`src/sv/sld_pkg.sv`:
```
// Shared types, constants and the dither table of the scaler with ordered dither.
// Used by every module of the block; depends on nothing else.
package sld_pkg;

    localparam int SRC_WIDTH  = 256;
    localparam int SRC_HEIGHT = 240;

    localparam int ACC_W  = 25;
    localparam int OCOL_W = 9;
    localparam int OROW_W = 8;
    localparam int POS_W  = 8;
    localparam int CFG_W  = 25;
    localparam int IDX_W  = 3;

    localparam logic [POS_W-1:0] SRC_COL_LAST = POS_W'(SRC_WIDTH - 1);
    localparam logic [POS_W-1:0] SRC_ROW_LAST = POS_W'(SRC_HEIGHT - 1);
    localparam logic [ACC_W-1:0] ACC_MAX      = '1;

    typedef enum logic [IDX_W-1:0] {
        CFG_OUTPUT_WIDTH  = 3'd0,
        CFG_OUTPUT_HEIGHT = 3'd1,
        CFG_OFFSET_X      = 3'd2,
        CFG_OFFSET_Y      = 3'd3,
        CFG_STEP_X        = 3'd4,
        CFG_STEP_Y        = 3'd5
    } t_cfg_idx;

    typedef struct packed {
        logic [OCOL_W-1:0] output_width;
        logic [OROW_W-1:0] output_height;
        logic [POS_W-1:0]  offset_x;
        logic [POS_W-1:0]  offset_y;
        logic [24:0]       step_x;
        logic [23:0]       step_y;
    } t_cfg;

    typedef struct packed {
        logic              hit;
        logic [OCOL_W-1:0] out_col;
        logic [OROW_W-1:0] out_row;
        logic [POS_W-1:0]  screen_x;
        logic [POS_W-1:0]  screen_y;
        logic              last;
    } t_pick;

    localparam logic [5:0] BAYER [64] = '{
         6'd0, 6'd32,  6'd8, 6'd40,  6'd2, 6'd34, 6'd10, 6'd42,
        6'd48, 6'd16, 6'd56, 6'd24, 6'd50, 6'd18, 6'd58, 6'd26,
        6'd12, 6'd44,  6'd4, 6'd36, 6'd14, 6'd46,  6'd6, 6'd38,
        6'd60, 6'd28, 6'd52, 6'd20, 6'd62, 6'd30, 6'd54, 6'd22,
         6'd3, 6'd35, 6'd11, 6'd43,  6'd1, 6'd33,  6'd9, 6'd41,
        6'd51, 6'd19, 6'd59, 6'd27, 6'd49, 6'd17, 6'd57, 6'd25,
        6'd15, 6'd47,  6'd7, 6'd39, 6'd13, 6'd45,  6'd5, 6'd37,
        6'd63, 6'd31, 6'd55, 6'd23, 6'd61, 6'd29, 6'd53, 6'd21
    };

    function automatic logic [ACC_W-1:0] add_sat(input logic [ACC_W-1:0] acc,
                                                 input logic [ACC_W-1:0] step);
        logic [ACC_W:0] sum;
        sum = {1'b0, acc} + {1'b0, step};
        return sum[ACC_W] ? ACC_MAX : sum[ACC_W-1:0];
    endfunction

endpackage

```
`src/sv/sld_cfg_regs.sv`:
```
// Configuration register file with its reset defaults.
// Depends on sld_pkg for the register layout and indexes.
module sld_cfg_regs import sld_pkg::*; (
    input  logic             i_clk,
    input  logic             i_rst_n,
    input  logic             i_cfg_we,
    input  logic [IDX_W-1:0] i_cfg_index,
    input  logic [CFG_W-1:0] i_cfg_data,
    output t_cfg             o_cfg
);

    t_cfg r_cfg;
    t_cfg n_cfg;

    always_comb begin
        n_cfg = r_cfg;
        if (i_cfg_we) begin
            unique case (t_cfg_idx'(i_cfg_index))
                CFG_OUTPUT_WIDTH:  n_cfg.output_width  = i_cfg_data[OCOL_W-1:0];
                CFG_OUTPUT_HEIGHT: n_cfg.output_height = i_cfg_data[OROW_W-1:0];
                CFG_OFFSET_X:      n_cfg.offset_x      = i_cfg_data[POS_W-1:0];
                CFG_OFFSET_Y:      n_cfg.offset_y      = i_cfg_data[POS_W-1:0];
                CFG_STEP_X:        n_cfg.step_x        = i_cfg_data[24:0];
                CFG_STEP_Y:        n_cfg.step_y        = i_cfg_data[23:0];
                default:           n_cfg = r_cfg;
            endcase
        end
    end

    always_ff @(posedge i_clk) begin
        if (!i_rst_n) begin
            r_cfg.output_width  <= 9'd117;
            r_cfg.output_height <= 8'd110;
            r_cfg.offset_x      <= 8'd10;
            r_cfg.offset_y      <= 8'd0;
            r_cfg.step_x        <= 25'd143395;
            r_cfg.step_y        <= 24'd142987;
        end else begin
            r_cfg <= n_cfg;
        end
    end

    assign o_cfg = r_cfg;

endmodule

```
`src/sv/sld_scan_ctrl.sv`:
```
// Source and output position counters with the 9.16 step accumulators.
// Decides which arriving pixels are picked; depends on sld_pkg.
module sld_scan_ctrl import sld_pkg::*; (
    input  logic  i_clk,
    input  logic  i_rst_n,
    input  t_cfg  i_cfg,
    input  logic  i_accept,
    input  logic  i_frame_start,
    output t_pick o_pick
);

    logic [POS_W-1:0]  r_src_col, n_src_col, c_src_col;
    logic [POS_W-1:0]  r_src_row, n_src_row, c_src_row;
    logic [ACC_W-1:0]  r_col_acc, n_col_acc, c_col_acc;
    logic [ACC_W-1:0]  r_row_acc, n_row_acc, c_row_acc;
    logic [OCOL_W-1:0] r_out_col, n_out_col, c_out_col;
    logic [OROW_W-1:0] r_out_row, n_out_row, c_out_row;
    logic              row_hit;
    logic              hit;

    always_comb begin
        c_src_col = i_frame_start ? '0 : r_src_col;
        c_src_row = i_frame_start ? '0 : r_src_row;
        c_col_acc = i_frame_start ? '0 : r_col_acc;
        c_row_acc = i_frame_start ? '0 : r_row_acc;
        c_out_col = i_frame_start ? '0 : r_out_col;
        c_out_row = i_frame_start ? '0 : r_out_row;

        row_hit = (c_out_row < i_cfg.output_height) &&
                  ({1'b0, c_src_row} == c_row_acc[ACC_W-1:16]);
        hit     = row_hit && (c_out_col < i_cfg.output_width) &&
                  ({1'b0, c_src_col} == c_col_acc[ACC_W-1:16]);

        n_src_col = c_src_col;
        n_src_row = c_src_row;
        n_col_acc = c_col_acc;
        n_row_acc = c_row_acc;
        n_out_col = c_out_col;
        n_out_row = c_out_row;

        if (hit) begin
            n_out_col = c_out_col + 1'b1;
            n_col_acc = add_sat(c_col_acc, i_cfg.step_x);
        end

        if (c_src_col >= SRC_COL_LAST) begin
            n_src_col = '0;
            n_col_acc = '0;
            n_out_col = '0;
            if (c_src_row >= SRC_ROW_LAST) begin
                n_src_row = '0;
                n_row_acc = '0;
                n_out_row = '0;
            end else begin
                if (row_hit) begin
                    n_out_row = c_out_row + 1'b1;
                    n_row_acc = add_sat(c_row_acc, {1'b0, i_cfg.step_y});
                end
                n_src_row = c_src_row + 1'b1;
            end
        end else begin
            n_src_col = c_src_col + 1'b1;
        end

        o_pick.hit      = hit;
        o_pick.out_col  = c_out_col;
        o_pick.out_row  = c_out_row;
        o_pick.screen_x = i_cfg.offset_x + c_out_col[POS_W-1:0];
        o_pick.screen_y = i_cfg.offset_y + c_out_row;
        o_pick.last     = ({1'b0, c_out_col} + 1'b1 == {1'b0, i_cfg.output_width}) &&
                          ({1'b0, c_out_row} + 1'b1 == {1'b0, i_cfg.output_height});
    end

    always_ff @(posedge i_clk) begin
        if (!i_rst_n) begin
            r_src_col <= '0;
            r_src_row <= '0;
            r_col_acc <= '0;
            r_row_acc <= '0;
            r_out_col <= '0;
            r_out_row <= '0;
        end else if (i_accept) begin
            r_src_col <= n_src_col;
            r_src_row <= n_src_row;
            r_col_acc <= n_col_acc;
            r_row_acc <= n_row_acc;
            r_out_col <= n_out_col;
            r_out_row <= n_out_row;
        end
    end

endmodule

```
`src/sv/sld_grey.sv`:
```
// Integer luma and 8x8 ordered dither down to four grey levels.
// Purely combinational; depends on sld_pkg for the dither table.
module sld_grey import sld_pkg::*; (
    input  logic [31:0]       i_pixel_argb,
    input  logic [OCOL_W-1:0] i_out_col,
    input  logic [OROW_W-1:0] i_out_row,
    output logic [1:0]        o_grey_level
);

    logic [7:0]  red, green, blue;
    logic [15:0] luma_sum;
    logic [5:0]  bayer;
    logic [10:0] dithered;
    logic [10:0] biased;

    always_comb begin
        red      = i_pixel_argb[23:16];
        green    = i_pixel_argb[15:8];
        blue     = i_pixel_argb[7:0];
        luma_sum = 16'(16'd77 * red) + 16'(16'd150 * green) + 16'(16'd29 * blue);
        bayer    = BAYER[{i_out_row[2:0], i_out_col[2:0]}];
        dithered = {1'b0, luma_sum[15:8], 2'b00} + {5'd0, bayer};
        biased   = dithered - 11'd32;
        if (dithered < 11'd32) begin
            o_grey_level = 2'd0;
        end else if (biased[10:8] > 3'd3) begin
            o_grey_level = 2'd3;
        end else begin
            o_grey_level = biased[9:8];
        end
    end

endmodule

```
`src/sv/scale_luma_bayer_dither_top.sv`:
```
// A result is registered in the output register and appears in the cycle after its pixel is accepted.
// Throughput: one pixel per cycle; the output register takes a new result in the cycle
// in which its current one is taken, so the input stalls only while that register is
// full and not taken.
// Reset (synchronous, active low) restores the register defaults, clears all
// position counters and accumulators, and empties the output register.
module scale_luma_bayer_dither_top import sld_pkg::*; (
    input  logic             i_clk,
    input  logic             i_rst_n,
    input  logic             i_cfg_we,
    input  logic [IDX_W-1:0] i_cfg_index,
    input  logic [CFG_W-1:0] i_cfg_data,
    input  logic             s_axis_tvalid,
    output logic             s_axis_tready,
    // pixel_argb[31:0]
    input  logic [31:0]      s_axis_tdata,
    // frame_start[0]
    input  logic             s_axis_tuser,
    output logic             m_axis_tvalid,
    input  logic             m_axis_tready,
    // grey_level[1:0], screen_x[9:2], screen_y[17:10], zero fill[23:18]
    output logic [23:0]      m_axis_tdata,
    // frame_done
    output logic             m_axis_tlast
);

    t_cfg       cfg;
    t_pick      pick;
    logic [1:0] grey_level;
    logic       in_accept;

    logic        r_valid, n_valid;
    logic [23:0] r_data;
    logic        r_last;

    sld_cfg_regs u_cfg (
        .i_clk       (i_clk),
        .i_rst_n     (i_rst_n),
        .i_cfg_we    (i_cfg_we),
        .i_cfg_index (i_cfg_index),
        .i_cfg_data  (i_cfg_data),
        .o_cfg       (cfg)
    );

    sld_scan_ctrl u_scan (
        .i_clk         (i_clk),
        .i_rst_n       (i_rst_n),
        .i_cfg         (cfg),
        .i_accept      (in_accept),
        .i_frame_start (s_axis_tuser),
        .o_pick        (pick)
    );

    sld_grey u_grey (
        .i_pixel_argb (s_axis_tdata),
        .i_out_col    (pick.out_col),
        .i_out_row    (pick.out_row),
        .o_grey_level (grey_level)
    );

    assign s_axis_tready = !r_valid || m_axis_tready;
    assign in_accept     = s_axis_tvalid && s_axis_tready;

    always_comb begin
        n_valid = r_valid && !m_axis_tready;
        if (in_accept) begin
            n_valid = pick.hit;
        end
    end

    always_ff @(posedge i_clk) begin
        if (!i_rst_n) begin
            r_valid <= 1'b0;
        end else begin
            r_valid <= n_valid;
        end
    end

    always_ff @(posedge i_clk) begin
        if (in_accept && pick.hit) begin
            r_data <= {6'd0, pick.screen_y, pick.screen_x, grey_level};
            r_last <= pick.last;
        end
    end

    assign m_axis_tvalid = r_valid;
    assign m_axis_tdata  = r_data;
    assign m_axis_tlast  = r_last;

    a_ready_when_empty: assert property (@(posedge i_clk) disable iff (!i_rst_n)
        !m_axis_tvalid |-> s_axis_tready)
        else $error("input stalled with an empty output register");

    a_empty_after_reset: assert property (@(posedge i_clk)
        !i_rst_n |=> !m_axis_tvalid)
        else $error("output valid straight after reset");

    a_hit_gives_result: assert property (@(posedge i_clk) disable iff (!i_rst_n)
        (in_accept && pick.hit) |=> m_axis_tvalid)
        else $error("picked item produced no result");

    a_miss_gives_none: assert property (@(posedge i_clk) disable iff (!i_rst_n)
        (in_accept && !pick.hit) |=> !m_axis_tvalid)
        else $error("result shown for an item that was not picked");

endmodule

```
`config.mk`:
```
export PLATFORM = sky130hd
export DESIGN_NAME = scale_luma_bayer_dither_top
export DESIGN_NICKNAME = d
export VERILOG_FILES = /design/src/sv/sld_pkg.sv /design/src/sv/sld_cfg_regs.sv /design/src/sv/sld_scan_ctrl.sv /design/src/sv/sld_grey.sv /design/src/sv/scale_luma_bayer_dither_top.sv
export SDC_FILE = /design/constraint.sdc
export NUM_CORES = 1
export LEC_CHECK = 0
export BUFFER_PORTS_ARGS = -buffer_cell sky130_fd_sc_hd__buf_2
export CORE_UTILIZATION = 58
export CTS_CLUSTER_DIAMETER = 30
export DETAILED_ROUTE_END_ITERATION = 10
export PLACE_DENSITY = 0.78
export SKIP_LAST_GASP = 1
export SYNTH_ARGS = -nofsm -noshare
export SYNTH_HDL_FRONTEND = slang
export SYNTH_SLANG_ARGS = --single-unit
```
`constraint.sdc`:
```
create_clock -name i_clk -period 10.7 [get_ports i_clk]
set_input_delay 1.07 -clock i_clk [delete_from_list [all_inputs] [get_ports i_clk]]
set_output_delay 1.07 -clock i_clk [all_outputs]
set_load 0.01 [all_outputs]
```
# Word-level counts from Yosys, hierarchy flattened
# Memories as Yosys holds them, arrays and structs flattened.
# Cells that the tools add are included.
# totals
rom_bits	384
output_inout_bits	27
register_bits	185
n_memories	1
input_bits	66
# memory_table
name	words	word_bits	read_ports	rd_ports_with_merged_regs	wr	line	text
(no name shown)	64	6	1	0	0	sld_grey.sv:21	bayer = BAYER[{i_out_row[2:0], i_out_col[2:0]}];
# classes
reduce_logical	17
bitwise_logic	1
mul	3
n_mux	25
eq_ne	9
magnitude_cmp	7
n_addsub	14
# op_table
operator	count
25-bit 2-to-1 mux	9
8-bit 2-to-1 mux	9
7-bit by 8-bit multiplier with 15-bit output, first input constant	2
9-bit 2-to-1 mux	3
25-bit by 24-bit adder with 26-bit output	1
25-bit by 25-bit adder with 26-bit output	1
8-bit by 1-bit adder with 8-bit output, second input constant	3
8-bit by 9-bit == test with 1-bit output	2
15-bit by 16-bit adder with 16-bit output	1
16-bit by 13-bit adder with 16-bit output	1
8-bit adder	2
8-bit >= comparator, second input constant	2
5-bit by 8-bit multiplier with 13-bit output, first input constant	1
6-bit 2-to-1 mux	2
2-bit AND reduction	6
10-bit by 6-bit adder with 11-bit output	1
11-bit by 6-bit < comparator with 1-bit output, second input constant	1
11-bit by 6-bit subtractor with 11-bit output, second input constant	1
9-bit by 1-bit adder with 10-bit output, second input constant	1
10-bit by 9-bit == test with 1-bit output	1
8-bit by 1-bit adder with 9-bit output, second input constant	1
9-bit by 1-bit adder with 9-bit output, second input constant	1
9-bit by 8-bit == test with 1-bit output	1
9-bit < comparator	1
other kinds (13)	22

# Logic depth before layout (Yosys ltp)
# depth
depth_word	9
ltp_mapped	32
mapped_depth_nobuf	32

# By module
# Synthesis repeated with hierarchy kept, for this count alone.
# unflattened
hier_cells	1950
area_unflattened_um2	16271.9
# modules_own_cells
mod	seq_area_each_um2	cells_per_inst	area_each_um2	instances
sld_scan_ctrl	1661.6	1264	9069.9	1
sld_grey	0.0	339	3284.4	1
sld_cfg_regs	1641.6	315	3226.8	1
scale_luma_bayer_dither_top	590.6	32	690.7	1

# Worst setup path after synthesis
# No wires, ideal clock.
# synth_path
path_type	input to register
startpoint	in s_axis_tdata[12]
endpoint	reg r_data[0], in the netlist m_axis_tdata[0] (data pin)
required_time_ps	10434
cell_stages	28
arrival_ps	7680
setup_slack_ps	2754
setup_ps	266
cell_sequence	ha_1 > ha_1 > inv_1 > fa_1 > fa_1 > inv_1 > ha_1 > xnor2_1 > fa_1 > fa_1 > inv_1 > fa_1 > fa_1 > inv_1 > ha_1 > nand2_1 > a2bb2oi_1 > o31ai_4 > nor2_1 > ha_1 > and3_1 > a311oi_1 > nand3_1 > a21oi_1 > xor2_1 > nor3_1 > nor2b_1 > o22ai_1
# synth_between
elab_chain_len	7
word_cells_on_any_way	8
# synth_lines
item	line	text
start, declared	scale_luma_bayer_dither_top.sv:16	input logic [31:0] s_axis_tdata,
7-bit by 8-bit multiplier with 15-bit output (*)	sld_grey.sv:20	luma_sum = 16'(16'd77 * red) + 16'(16'd150 * green) + 16'(16'd29 * blue);
15-bit by 16-bit adder with 16-bit output (*)	sld_grey.sv:20	
16-bit by 13-bit adder with 16-bit output (*)	sld_grey.sv:20	
10-bit by 6-bit adder with 11-bit output (*)	sld_grey.sv:22	dithered = {1'b0, luma_sum[15:8], 2'b00} + {5'd0, bayer};
11-bit by 6-bit subtractor with 11-bit output	sld_grey.sv:23	biased = dithered - 11'd32;
3-bit by 2-bit > comparator with 1-bit output	sld_grey.sv:26	end else if (biased[10:8] > 3'd3) begin
2-bit 2-to-1 mux	sld_grey.sv:26	
end signal, assigned	scale_luma_bayer_dither_top.sv:81	r_data <= {6'd0, pick.screen_y, pick.screen_x, grey_level};
end, declared	scale_luma_bayer_dither_top.sv:33	logic [23:0] r_data;
# Every way passes the cells marked *; elsewhere a longest branch is shown, timed or not.
# A chain may end at the register's enable or synchronous reset.

# Worst setup path after layout
# Same ends and word-level chain as after synthesis.

==> results.md <==
- Status: complete, no violations
- Most frequent cells in the layout: nand2_1, ha_1, dfxtp_1, inv_1, nor2b_1
- Share of layout cells above drive strength 1: 7.59%
- FP Rows: 57
- CP required: between 10 and 15 ns
- CP Capture Type: register
- Average routed wire per standard cell: 15.8 um
- Avg Cell Area, Syn: 8.51 um2
- Post-Synthesis Cell Area: 14700 um2
- Period minus WS final: 8.31 ns
- Dpl ws: 2.01 ns
- Commonest non-fill, non-tap cell in the layout: nand2_1
- Cells after Synth: 1733
- Die area: between 20000 and 30000 um2
- Number of synthesized register bits: about 190
- Yosys cell types: 76
- First-pass GRT wire length: 54.9 mm
- Worst slew pin tran: between 1 and 1.5 ns
- GRT Total Usage: 26.0%
- CP peak stage delay: 0.55 ns
- Ys async rst share: 0%
- Top sig layer: met4
- RSZ-0062 raised after global routing: false
- Die Y-Extent: 161 um
- GRT overflow: 0
- Clock-pin slew on the worst setup and hold paths: about 0.07 ns
- CTS tree: yes
- Hold buffer count at CTS: 0
- DR WL met2: between 15 and 20 mm
- Vias post-DR: 12.1k
- Ant diodes: 0
- Ys Warns: 0
- Gates resized, CTS repair: 0
- Via-to-Cell Ratio: about 5.7
- RePlAce Congestion: 0.912
- Final Worst Setup Slack: 2.39 ns
- First-pass DRT Iterations: 5
- Peak Freq: between 100 and 150 MHz
- Post-synthesis sequential area ratio: 26.4%
- Number of global-route vias before repair: 11.3k
- Area grow syn2layout: 8.12%
- Max stage delay cell, worst path: fa_1
- Core ar.: 24600 um2
- Io pins: 93
- Top cells by area, synth: dfxtp_1, ha_1, fa_1
- DRC: 0
- DRT Wirelength: 33.4 mm
- Crit path launch type: primary input
- First-iteration detailed-routing DRC count: 807
- Final Hold Violating Endpoints: 0
- Final Max Slew Viols: 0
- Worst Skew: 0.0138 ns
- Placed cell areas: 15300 um2
- Crit share post-route: 77.7%
- Largest net degree at the start of global routing: 83
- Slew margin rel.: 29.5%
- TNS Setup: 0 ns
- Core Util, Final: between 60% and 70%
- Clock Sinks: roughly 190
- CTS root buffer: clkbuf_16
- Dominant synthesized flop cell: dfxtp_1
- Area fraction of the dominant cell type after synthesis: 22.5%
- Starting Density: 59.9%
- Most frequent CP cell: fa_1
- CTS buffer count: 17
- Leakage: 7.27 nW
- PortBufs: 78
- CP Class: primary input to register
- Number of synthesized flops with an enable pin: 19
- H-tree levels: 4
- Overall Power: 3.25 mW
- Skew-Pair Late Insertion Delay: 0.44 ns
- Setup Viol. Count Final: 0
- Hold Crit Class: register to register
- Metal-1 WL: 15.6 mm
- Antenna viol nets, final: 0
- Post-Layout Inst Area: 15900 um2
- Clock buffer depth: 2
- Pwr per Cell Area: 204 nW/um2
- Initial antenna violation count: 0
- Post-DP HPWL: 24.7 mm
- Die X: about 160 um
- Max-cap violations: 0
- Worst EP arrival: 8.49 ns
- WL met3: 1.67 mm
- Setup Buffers After CTS: 0
- Worst IR drop on VDD: 0.364 mV
- Yosys top cell by area: dfxtp_1
- CP max FO: 6
- Nets@finish: 2075
[registers in the layout, indices dropped and copies added (netlist names), 8 cells and up]
| name | cells |
|---|---|
| u_scan.r_src_col | 8 |
| u_scan.r_src_row | 8 |
| u_cfg.o_cfg | 82 |
| u_scan.r_out_row | 8 |
| m_axis_tdata | 18 |
| u_scan.r_col_acc | 25 |
| u_scan.r_row_acc | 25 |
| u_scan.r_out_col | 9 |
[critical path, delay by kind of cell]
kind / cells / cell delay (ns)
XOR/XNOR: 2 / 0.38
buffers and inverters: 5 / 0.32
AO/OA/AOI/OAI: 5 / 1.12
AND/OR/NAND/NOR: 6 / 1.08
adder cells (fa/ha/maj): 11 / 4.53
[synth_stat cells (9+ instances only)]
master / count
a21boi_0: 65
a21o_1: 24
a21oi_1: 81
a22oi_1: 19
a31oi_1: 10
and2_1: 9
and3_1: 19
clkbuf_1: 50
dfxtp_1: 166
edfxtp_1: 19
fa_1: 59
ha_1: 171
inv_1: 136
nand2_1: 268
nand2b_1: 24
nand3_1: 50
nand3b_1: 9
nor2_1: 65
nor2b_1: 108
nor3_1: 16
o211ai_1: 17
o21a_1: 12
o21ai_0: 68
o21bai_1: 16
o221ai_1: 21
xnor2_1: 78
xor2_1: 39
[layer usage]
layer,vias to the layer above,track usage [%]
li1,6050,-
met1,5764,35.5
met2,271,42.9
met3,43,4.06
met4,0,6.60
met5,-,0
[area by class of cell]
| class | instances | area, um2 |
|---|---|---|
| clock inverters | 10 | 115 |
| clock buffers | 22 | 485 |
| well taps | 324 | 405 |
| flip-flops and latches | 185 | 3890 |
| inverters | 137 | 514 |
| fillers | 2087 | 8660 |
| multi-input cells | 1350 | 10100 |
| repair buffers | 88 | 468 |
[path summary, 6_finish.rpt]
kind / start / end / slack, ns / depth (start not counted)
worst min register to register: u_scan.r_col_acc[8] / u_scan.r_col_acc[8] / 0.43 / 2
worst max register to register: u_scan.r_src_col[0] / u_scan.r_row_acc[23] / 7.10 / 9
worst max-delay path: s_axis_tdata[12] / m_axis_tdata[0] / 2.39 / 29
worst min-delay path: u_scan.r_col_acc[8] / u_scan.r_col_acc[8] / 0.43 / 2
[logic make-up after synthesis]
family | share of synthesized area, %
xor+xnor | 6.95
flops | 26.4
mux | 0.560
other cells | 0.0254
simple gates | 19.3
compound gates | 18.8
fa+ha+maj | 22.5
buf+inv | 5.49
[per-stage QoR]
stage	hold WS [ns]	cells
after floorplan	0.408	1738
after global placement	0.416	2084
after detailed placement	0.425	2084
after CTS	0.435	2116
after global routing	0.454	2116
final	0.434	2116
[power breakdown]
| group | switching, mW | internal (mW) | total (mW) | leakage (nW) |
|---|---|---|---|---|
| combinational | 1.05 | 0.781 | 1.83 | 5.46 |
| clock | 0.285 | 0.371 | 0.655 | 0.284 |
| sequential | 0.0186 | 0.747 | 0.766 | 1.53 |
Note: power is estimated with default switching activity, not from simulation.
